### config.mk
export PLATFORM = sky130hd
export DESIGN_NAME = utf8_stream_decoder_unit
export DESIGN_NICKNAME = d
export VERILOG_FILES = /design/src/rtl/utf8sd_pkg.sv /design/src/rtl/utf8sd_decode.sv /design/src/rtl/utf8sd_emit.sv /design/src/rtl/utf8_stream_decoder_unit.sv
export SDC_FILE = /design/constraint.sdc
export NUM_CORES = 1
export LEC_CHECK = 0
export BUFFER_PORTS_ARGS = -buffer_cell sky130_fd_sc_hd__buf_4
export CAP_MARGIN = 10
export CORE_MARGIN = 1.5
export CORE_UTILIZATION = 56
export CTS_CLUSTER_DIAMETER = 60
export DETAILED_ROUTE_END_ITERATION = 10
export PLACE_DENSITY = 0.79
export SLEW_MARGIN = 20
export SYNTH_ARGS = -nofsm -noshare
export SYNTH_HDL_FRONTEND = slang
export SYNTH_SLANG_ARGS = --single-unit
### constraint.sdc
create_clock -name clock -period 2.6 [get_ports clock]
set_input_delay 0.13 -clock clock [delete_from_list [all_inputs] [get_ports clock]]
set_output_delay 0.13 -clock clock [all_outputs]
set_load 0.01 [all_outputs]
### src/rtl/utf8sd_pkg.sv
// Shared types and constants for the UTF-8 stream decoder.
// No dependencies; imported by every module of the block.
`default_nettype none

package utf8sd_pkg;

   localparam int CP_W = 21;

   localparam logic [CP_W-1:0] REPLACEMENT_CP = 21'h00FFFD;
   localparam logic [7:0]      CONT_MASK      = 8'hC0;
   localparam logic [7:0]      CONT_TAG       = 8'h80;
   localparam logic [7:0]      SIX_BIT_MASK   = 8'h3F;

   // One input item: a raw byte and its end-of-string mark.
   typedef struct packed {
      logic [7:0] byte_in;
      logic       end_of_text;
   } req_type;

   // One result item.
   typedef struct packed {
      logic [CP_W-1:0] code_point;
      logic            malformed;
      logic            last_of_run;
   } rsp_type;

   // Everything one byte produces: a run of replacements, then an optional tail.
   typedef struct packed {
      logic [1:0]      bad_count;
      logic            tail_valid;
      logic [CP_W-1:0] tail_value;
      logic            tail_malformed;
   } burst_type;

endpackage

`default_nettype wire

### src/rtl/utf8sd_decode.sv
// Sequence state and single-pass byte decoder.
// Depends on utf8sd_pkg; feeds utf8sd_emit with one burst descriptor per byte.
`default_nettype none

module utf8sd_decode
   import utf8sd_pkg::*;
(
   input  wire logic      clock,
   input  wire logic      reset,
   input  wire logic      advance,
   input  wire req_type   in_data,
   output burst_type      burst
);

   logic [CP_W-1:0] partial_ff, partial_in;
   logic [1:0]      rem_ff, rem_in;
   logic [1:0]      taken_ff, taken_in;

   logic [7:0]      b;
   logic            eot;
   logic            is_cont;
   logic            lead_one, lead_open, lead_starts;
   logic [1:0]      lead_rem;
   logic [CP_W-1:0] lead_bits;
   logic [CP_W-1:0] shifted;
   logic [1:0]      rem_dec, taken_inc;
   logic [1:0]      flush_cur, flush_inc;

   assign b       = in_data.byte_in;
   assign eot     = in_data.end_of_text;
   assign is_cont = (b & CONT_MASK) == CONT_TAG;

   // Lead byte classification
   always_comb begin
      lead_one  = 1'b0;
      lead_open = 1'b0;
      lead_rem  = 2'd0;
      lead_bits = '0;
      case (b) inside
         8'b0???????: lead_one = 1'b1;
         8'b110?????: begin
            lead_open = 1'b1;
            lead_rem  = 2'd1;
            lead_bits = {16'd0, b[4:0]};
         end
         8'b1110????: begin
            lead_open = 1'b1;
            lead_rem  = 2'd2;
            lead_bits = {17'd0, b[3:0]};
         end
         8'b11110???: begin
            lead_open = 1'b1;
            lead_rem  = 2'd3;
            lead_bits = {18'd0, b[2:0]};
         end
         default: lead_one = 1'b0;
      endcase
   end

   // multi-byte lead marked as end of text cannot open anything
   assign lead_starts = lead_open && !eot;

   assign shifted   = {partial_ff[CP_W-7:0], b[5:0] & SIX_BIT_MASK[5:0]};
   assign rem_dec   = rem_ff - 2'd1;
   assign taken_inc = taken_ff + 2'd1;
   // one replacement for the lead plus one per continuation, at most three
   assign flush_cur = (taken_ff == 2'd3)  ? 2'd3 : taken_ff + 2'd1;
   assign flush_inc = (taken_inc == 2'd3) ? 2'd3 : taken_inc + 2'd1;

   always_comb begin
      burst      = '0;
      partial_in = partial_ff;
      rem_in     = rem_ff;
      taken_in   = taken_ff;
      if (rem_ff != 2'd0 && is_cont) begin
         if (rem_dec == 2'd0) begin
            burst.tail_valid = 1'b1;
            burst.tail_value = shifted;
            partial_in       = '0;
            rem_in           = 2'd0;
            taken_in         = 2'd0;
         end else if (eot) begin
            burst.bad_count = flush_inc;
            partial_in      = '0;
            rem_in          = 2'd0;
            taken_in        = 2'd0;
         end else begin
            partial_in = shifted;
            rem_in     = rem_dec;
            taken_in   = taken_inc;
         end
      end else begin
         // idle, or an open sequence broken by this byte: decode it as a lead
         burst.bad_count      = (rem_ff != 2'd0) ? flush_cur : 2'd0;
         burst.tail_valid     = !lead_starts;
         burst.tail_value     = lead_one ? {13'd0, b} : REPLACEMENT_CP;
         burst.tail_malformed = !lead_one;
         partial_in           = lead_starts ? lead_bits : '0;
         rem_in               = lead_starts ? lead_rem : 2'd0;
         taken_in             = 2'd0;
      end
   end

   always_ff @(posedge clock) begin
      if (reset) begin
         partial_ff <= '0;
         rem_ff     <= 2'd0;
         taken_ff   <= 2'd0;
      end else if (advance) begin
         partial_ff <= partial_in;
         rem_ff     <= rem_in;
         taken_ff   <= taken_in;
      end
   end

endmodule

`default_nettype wire

### src/rtl/utf8sd_emit.sv
// Result register: holds one burst and hands its results out one a cycle while rsp_ready is high.
// Depends on utf8sd_pkg.
`default_nettype none

module utf8sd_emit
   import utf8sd_pkg::*;
(
   input  wire logic      clock,
   input  wire logic      reset,
   input  wire logic      load,
   input  wire burst_type burst,
   output logic           free,
   output logic           rsp_valid,
   input  wire logic      rsp_ready,
   output rsp_type        rsp_data
);

   logic [1:0]      bad_left_ff;
   logic            tail_pend_ff;
   logic [CP_W-1:0] tail_value_ff;
   logic            tail_mal_ff;
   logic            last;

   assign rsp_valid = (bad_left_ff != 2'd0) || tail_pend_ff;
   assign last      = (bad_left_ff == 2'd0) || (bad_left_ff == 2'd1 && !tail_pend_ff);
   assign free      = !rsp_valid || (rsp_ready && last);

   assign rsp_data.code_point  = (bad_left_ff != 2'd0) ? REPLACEMENT_CP : tail_value_ff;
   assign rsp_data.malformed   = (bad_left_ff != 2'd0) ? 1'b1 : tail_mal_ff;
   assign rsp_data.last_of_run = last;

   always_ff @(posedge clock) begin
      if (reset) begin
         bad_left_ff  <= 2'd0;
         tail_pend_ff <= 1'b0;
      end else if (load) begin
         bad_left_ff  <= burst.bad_count;
         tail_pend_ff <= burst.tail_valid;
      end else if (rsp_valid && rsp_ready) begin
         if (bad_left_ff != 2'd0) begin
            bad_left_ff <= bad_left_ff - 2'd1;
         end else begin
            tail_pend_ff <= 1'b0;
         end
      end
   end

   always_ff @(posedge clock) begin
      if (load) begin
         tail_value_ff <= burst.tail_value;
         tail_mal_ff   <= burst.tail_malformed;
      end
   end

endmodule

`default_nettype wire

### src/rtl/utf8_stream_decoder_unit.sv
// Top level of the UTF-8 stream decoder: input register, decoder, result register.
// Depends on utf8sd_pkg, utf8sd_decode and utf8sd_emit.
//
//   channel | direction | ports                          | payload
//   --------+-----------+--------------------------------+-----------------------------
//   req     | in        | req_valid, req_ready, req_data | byte_in, end_of_text
//   rsp     | out       | rsp_valid, rsp_ready, rsp_data | code_point, malformed,
//           |           |                                | last_of_run
//
// One byte per cycle sustained while rsp_ready is high and no byte gives more
// than one result. A byte is held in the input register, is decoded in a single
// pass against the sequence state and lands in the result register, which shows
// its first result. A byte gives 0 to 4 results and the result register hands out
// one a cycle while rsp_ready is high, so a malformed burst holds the decoder until its last result is taken.
// Synchronous reset clears the sequence state and both valid flags.
// A stalled rsp side fills the input register, then drops req_ready.
`default_nettype none

module utf8_stream_decoder_unit
   import utf8sd_pkg::*;
(
   input  wire logic    clock,
   input  wire logic    reset,
   input  wire logic    req_valid,
   output logic         req_ready,
   input  wire req_type req_data,
   output logic         rsp_valid,
   input  wire logic    rsp_ready,
   output rsp_type      rsp_data
);

   logic      in_valid_ff, in_valid_in;
   req_type   in_data_ff;
   logic      emit_free;
   logic      advance;
   burst_type burst;

   // the held byte moves on once the result register can take its burst
   assign advance   = in_valid_ff && emit_free;
   assign req_ready = !in_valid_ff || advance;

   always_comb begin
      in_valid_in = in_valid_ff;
      if (req_valid && req_ready) begin
         in_valid_in = 1'b1;
      end else if (advance) begin
         in_valid_in = 1'b0;
      end
   end

   always_ff @(posedge clock) begin
      if (reset) begin
         in_valid_ff <= 1'b0;
      end else begin
         in_valid_ff <= in_valid_in;
      end
   end

   always_ff @(posedge clock) begin
      if (req_valid && req_ready) begin
         in_data_ff <= req_data;
      end
   end

   utf8sd_decode u_decode (
      .clock   (clock),
      .reset   (reset),
      .advance (advance),
      .in_data (in_data_ff),
      .burst   (burst)
   );

   // an absorbed continuation byte has an empty burst; loading it is harmless
   utf8sd_emit u_emit (
      .clock     (clock),
      .reset     (reset),
      .load      (advance),
      .burst     (burst),
      .free      (emit_free),
      .rsp_valid (rsp_valid),
      .rsp_ready (rsp_ready),
      .rsp_data  (rsp_data)
   );

endmodule

`default_nettype wire

=== Yosys cells after proc, flatten, opt, wreduce, memory -nomap -nowiden ===
Index checks and enable logic that the tools add are counted.

* Add/subtract/negate cells: 4
* Eq/ne operators: 8
* Mux-type cells: 41
* Reductions and logical operators: 25

{| class="wikitable"
|+ Operators by type and width
! kind !! number
|-
| $mux 15 || 6
|-
| $mux 2 || 19
|-
| $mux 24 || 1
|-
| $mux 22 || 1
|-
| $mux 21 || 1
|-
| $mux 16 || 1
|-
| $mux 1 || 10
|-
| $reduce_bool 2->1 || 5
|-
| $logic_and 1x1->1 || 7
|-
| $eq 2x2->1 const B || 3
|-
| $eq 5x5->1 const B || 1
|-
| $logic_not 1->1 || 5
|-
| $add 2x1->2 const B || 2
|-
| $eq 4x4->1 const B || 1
|-
| $logic_not 2->1 || 2
|-
| $logic_or 1x1->1 || 4
|-
| $mux 4 || 1
|-
| $reduce_and 2->1 || 2
|-
| $sub 2x1->2 const B || 2
|-
| $eq 3x3->1 const B || 1
|-
| $mux 3 || 1
|-
| $eq 2x1->1 const B || 1
|-
| $ne 2x2->1 const B || 1
|}

* Register bits after elaboration: 54
* Input bits: 13
* Output and inout bits: 25

=== Longest topological paths before layout ===
* Depth after elaboration: 9
* Mapped depth: 10
* Depth with buffers taken out: 7

=== Cells and area by module ===
Synthesis repeated with hierarchy kept, for this count alone.

* Cell total of the unflattened synthesis: 233
* Area total of the unflattened synthesis: 2,454.9 um^2

{| class="wikitable"
|+ Modules (own cells, without submodules)
! module !! times used !! cells each !! area an instance (um^2)
|-
| utf8sd_decode || 1 || 146 || 1,107.3
|-
| utf8sd_emit || 1 || 72 || 1,014.7
|-
| utf8_stream_decoder_unit || 1 || 15 || 332.8
|}

=== Worst setup path after synthesis ===
Ideal clock, no wire load.

* Path kind: reg2reg
* From: reg u_emit.bad_left_ff[0]
* To: reg u_decode.partial_ff[5]
* Setup time: 0.117 ns
* Arrival: 1.845 ns
* Required time: 2.483 ns
* Path slack: 0.639 ns
* Stages on the path, launching flop included: 11
* Clock period less this slack: 1.961 ns
* Cell sequence: dfxtp_1 > inv_1 > ha_1 > buf_4 > nand2b_2 > a31o_1 > buf_4 > inv_4 > nor2_2 > buf_2 > a22o_1

{| class="wikitable"
|+ RTL lines
! what !! line !! RTL
|-
| start: declaration || utf8sd_emit.sv:18 || <nowiki>logic [1:0] bad_left_ff;</nowiki>
|-
| start signal: assignment || utf8sd_emit.sv:37 || <nowiki>bad_left_ff <= burst.bad_count;</nowiki>
|-
| start signal: assignment || utf8sd_emit.sv:41 || <nowiki>bad_left_ff <= bad_left_ff - 2'd1;</nowiki>
|-
| $reduce_bool 2->1 || utf8sd_emit.sv:24 || <nowiki>assign rsp_valid = (bad_left_ff != 2'd0) || tail_pend_ff;</nowiki>
|-
| $logic_or 1x1->1 || utf8sd_emit.sv:24 ||
|-
| named net rsp_valid || utf8_stream_decoder_unit.sv:27 || <nowiki>output logic rsp_valid,</nowiki>
|-
| $logic_not 1->1 || utf8sd_emit.sv:26 || <nowiki>assign free = !rsp_valid || (rsp_ready && last);</nowiki>
|-
| $logic_or 1x1->1 || utf8sd_emit.sv:26 ||
|-
| $logic_and 1x1->1 || utf8_stream_decoder_unit.sv:39 || <nowiki>assign advance = in_valid_ff && emit_free;</nowiki>
|-
| named net advance || utf8_stream_decoder_unit.sv:35 || <nowiki>logic advance;</nowiki>
|-
| end signal: assignment || utf8sd_decode.sv:110 || <nowiki>partial_ff <= partial_in;</nowiki>
|-
| end: declaration || utf8sd_decode.sv:15 || <nowiki>logic [CP_W-1:0] partial_ff, partial_in;</nowiki>
|}

The timed path passes the listed nets, and every way through them passes these cells.
A chain may end at the register's enable or synchronous reset.

=== Worst setup path in the final report ===
* From: reg u_emit.bad_left_ff[0]
* To: reg u_decode.taken_ff[0]

* Word-level cells in the longest chain between the ends: 6

{| class="wikitable"
|+ RTL lines
! what !! line !! RTL
|-
| $eq 2x1->1 || utf8sd_emit.sv:25 || <nowiki>assign last = (bad_left_ff == 2'd0) || (bad_left_ff == 2'd1 && !tail_pend_ff);</nowiki>
|-
| $logic_and 1x1->1 || utf8sd_emit.sv:25 ||
|-
| $logic_or 1x1->1 || utf8sd_emit.sv:25 ||
|-
| $logic_and 1x1->1 || utf8sd_emit.sv:26 ||
|-
| $logic_or 1x1->1 * || utf8sd_emit.sv:26 ||
|-
| $logic_and 1x1->1 * || utf8_stream_decoder_unit.sv:39 ||
|-
| named net advance || utf8_stream_decoder_unit.sv:35 ||
|-
| end signal: assignment || utf8sd_decode.sv:112 || <nowiki>taken_ff <= taken_in;</nowiki>
|-
| end: declaration || utf8sd_decode.sv:17 || <nowiki>logic [1:0] taken_ff, taken_in;</nowiki>
|}

Mark *: on every way through the listed nets, which the timed path passes. The rest lies on a longest branch.

==> results.md <==
- The flow ran to the end, and the final reports show no timing, DRC or antenna violations.
- From synthesis to final layout, the design area changed by 21.2%.
- The number of storage elements in the synthesis netlist is 54.
- Once detail routing completed, the nets flagged for antenna violations numbered 0.
- The clock tree from TritonCTS is yes.
- After detailed routing, the total wire length is 3970 um.
- In this run, post-CTS repair resized a total of 0 instances.
- Wire segments on met2 add up to 1860 um in the final route.
- Counting buffers and inverters, the worst setup path is 7 cells deep.
- Entering global routing, the biggest net connects 25 pins.
- The worst supply voltage drop on vdd is 0.000514 V.
- Setup repair after global routing left no endpoint under its margin.
- The critical path launch point type is a flop.
- The total power per unit cell area is 786 nW/um^2.
- The summed instance area of the synthesized netlist is 2430 sq um.
- The routed via count is 1,631.
- The library cells used most frequently in the layout, excluding fill and tap cells, are buf_4 (42), nand2_1 (33), edfxtp_1 (31).
- The number of standard-cell rows in the floorplan is 23.
- For the final routed database, the setup TNS stands at 0 ps.
- By startpoint and endpoint, the worst setup path is classified as reg2reg.
- The critical path goes through inv_1 -> ha_1 -> nand2_1 -> a31o_1 -> inv_4 -> nor2_2 -> mux2_2.
- The die is 68.8 um wide.
- The floorplan step defined a die boundary enclosing 4740 sq um.
- The repair_antennas step left the layout with diodes totalling 0.
- After detailed routing, the met3 layer carries 156 um of wire.
- The final estimated routing congestion in global placement is 0.915.
- The post-detailed-route DRC marker count is 0.
- The critical-path cell with the highest stage delay is a31o_1.
- The top achievable clock speed is 0.448 GHz.
- The die height is 68.8 um.
- Counting flops with a built-in enable in the synthesized netlist gives 31.
- In this run the static leakage power is 1.17 nW.
- The worst slack at placement is 378 ps.
- In the global route stage, overall resource usage came out at 19.4%.
- Synthesis produced 214 cells.
- The library cell used as clock root buffer is clkbuf_8.
- At the worst endpoint, the required time is 2850 ps.
- The maximum single-stage delay on the critical path is 500 ps.
- STA classifies the critical path endpoint as a flop.
- The core region is 4090 sq um.
- The number of port buffers is 37.
- The H-tree was split into 2 levels.
- The number of antenna violations at the first check in global routing came to 0.
- The most common library cell in the layout ignoring fill and taps is buf_4.
- For this run, asynchronously set or reset flops after synthesis account for 0%.
- For the pin with the worst max-slew slack, the measured transition is 544 ps.
- The worst-case headroom to the max-slew limit is 63.7%.
- The per-cell via count in the routed design is 5.23.
- The slack of the critical path is 369 ps.
- The top layer used by detailed routing is met4.
- Clock-pin slew was measured on the worst setup and hold paths at 90 ps.
- The wire length of the first global-routing pass is 6620 um.
- Dividing the detail-routed wire length by the instance count gives 12.7 um.
- The fraction of final layout cells with drive strength greater than 1 is 22.5%.
- The via count of the first global-routing pass was 1,542.
- The synthesized area per cell is 11.3 sq um.
- After global routing the overflow that remains totals 0.
- The number of nets in the final layout is 281.
- Across the run, the number of max-cap violations was 0.
- The hold violation count in the final report is 0.
- Setup violations remaining at the end of the flow were counted as 0.
- The deepest clock path buffer count is 2.
- The clock arrives with 12.2 ps of skew.
- The post-DP HPWL is 2810 um.
- The number of max-slew violations in the final report is 0.
- The total CTS buffers is 5.
- For the worst-skew pair, the clock arrives at the later sink with an insertion delay of 310 ps.
- Counting every net in the synthesized netlist gives 234.
- The count of different cell masters after synthesis is 46.
- The count of cells along the worst hold path is 3.
- The worst register-to-register path has a depth of 7.
- The synthesis warning total is 0.
- The detailed-routing iteration count for the pre-antenna-repair pass is 4.
- In this run the worst path has a maximum fanout of 15.
- The starting density of the core is 59.4%.
- The path class of the lowest-slack min-delay path is in2reg.
- The number of DRC violations after detailed-routing iteration 0 is 149.
- The detailed router put a total of 1890 um of wire on met1.
- The post-route minimum period is 2230 ps.
- The total clock sinks is 54.
- The kind of cell with the highest combined delay along the critical path is simple AND/OR/NAND/NOR gates.
- The worst path uses 85.8% of the clock period.
- The share of the yosys chip area belonging to registers is 57.3%.
- In the synthesized netlist the dominant register cell turns out to be edfxtp_1.
- The buffering stage count on the worst path with inverters included is 2.
- During I/O placement, the number of pins put on the boundary was 38.
- Data arrives at the worst endpoint at 2480 ps.
==> what timing repair did <==
item / in CTS / in global routing
setup endpoints to repair: 0 / 0
hold buffers: 9 / 0
hold endpoints to repair: 9 / 0
setup buffers: 0 / 0
==> routing by layer <==
metal	vias to the layer above	track usage, %
met5	-	0
met4	0	8.33
met3	5	5.03
met1	745	23.9
li1	842	-
met2	39	32.3
==> where the power goes <==
part           switching, mW  total (mW)  internal, mW  leakage [nW]
Sequential            0.0423        1.05          1.01         0.477
Combinational          0.382       0.729         0.347         0.632
Clock                  0.278       0.531         0.253        0.0569
Total                  0.702        2.31          1.61          1.17
==> tightest hold or removal path: stages <==
cell and delay, ps:
buf_4 110, inv_1 40, a21oi_1 50
==> stage by stage <==
step	power (mW)	area, sq um	hold slack [ps]	std cells	util [%]
floorplan	1.51	2430	229	214	-
global placement	1.79	2740	308	295	67.1
detailed placement	1.80	2740	309	295	67.1
CTS	2.33	2940	57.1	312	72.0
global route	2.45	2940	60.8	312	72.0
finish	2.31	2940	58.7	312	72.0
==> state kept, by name, indices dropped and copies added, names as in the netlist <==
register,count
u_emit.tail_mal_ff,1
u_emit.tail_pend_ff,1
in_data_ff,9
u_decode.rem_ff,2
u_emit.tail_value_ff,21
u_decode.taken_ff,2
u_emit.bad_left_ff,2
u_decode.partial_ff,15
in_valid_ff,1
==> cells by family (layout without fill, tap and decap cells) <==
| kind of cell | count (synthesis) | in the layout | share of synthesized area [%] |
|---|---|---|---|
| AND/OR/NAND/NOR | 83 | 83 | 19.2 |
| flip-flops | 54 | 54 | 57.3 |
| AO/OA/AOI/OAI | 43 | 43 | 14.1 |
| adder cells (fa/ha/maj) | 7 | 7 | 3.61 |
| multiplexers | 1 | 1 | 0.464 |
| buffers and inverters | 25 | 73 | 4.95 |
| XOR/XNOR | 1 | 1 | 0.361 |
==> cell usage after synthesis (all sizes together) (2+ instances only) <==
| library cell | number | area share (%) |
|---|---|---|
| nand2 | 33 | 5.1 |
| edfxtp | 31 | 38 |
| dfxtp | 23 | 19 |
| nand2b | 19 | 5.0 |
| a22o | 14 | 5.1 |
| inv | 14 | 2.3 |
| and2 | 13 | 3.4 |
| buf | 7 | 2.1 |
| ha | 7 | 3.6 |
| o21ai | 7 | 1.4 |
| a21oi | 6 | 1.2 |
| clkbuf | 4 | 0.62 |
| nor2 | 4 | 0.72 |
| nor3b | 4 | 1.4 |
| a2111oi | 2 | 1.5 |
| a21o | 2 | 0.62 |
| a22oi | 2 | 0.62 |
| nand4b | 2 | 0.72 |
| nor3 | 2 | 0.41 |
==> area by class of cell <==
cell class | instances | area, sq um
clock buffer | 6 | 93.8
clock inverter | 2 | 17.5
fill | 300 | 1140
inverter | 14 | 55.1
multi-input combinational | 135 | 916
sequential | 54 | 1390
tap | 50 | 62.6
timing repair buffer | 51 | 405
==> final timing paths <==
kind                                        startpoint                                   end  slack (ps)
setup / recovery    u_emit.bad_left_ff[0]$_SDFFE_PP0P_     u_decode.taken_ff[0]$_SDFFE_PP0P_         370
hold / removal                               req_valid              in_valid_ff$_SDFFE_PP0P_          60
setup reg to reg    u_emit.bad_left_ff[0]$_SDFFE_PP0P_     u_decode.taken_ff[0]$_SDFFE_PP0P_         370
hold reg to reg   u_decode.partial_ff[11]$_SDFFE_PP0P_  u_decode.partial_ff[11]$_SDFFE_PP0P_         490
No activity file was read; power rests on OpenSTA's default activity.
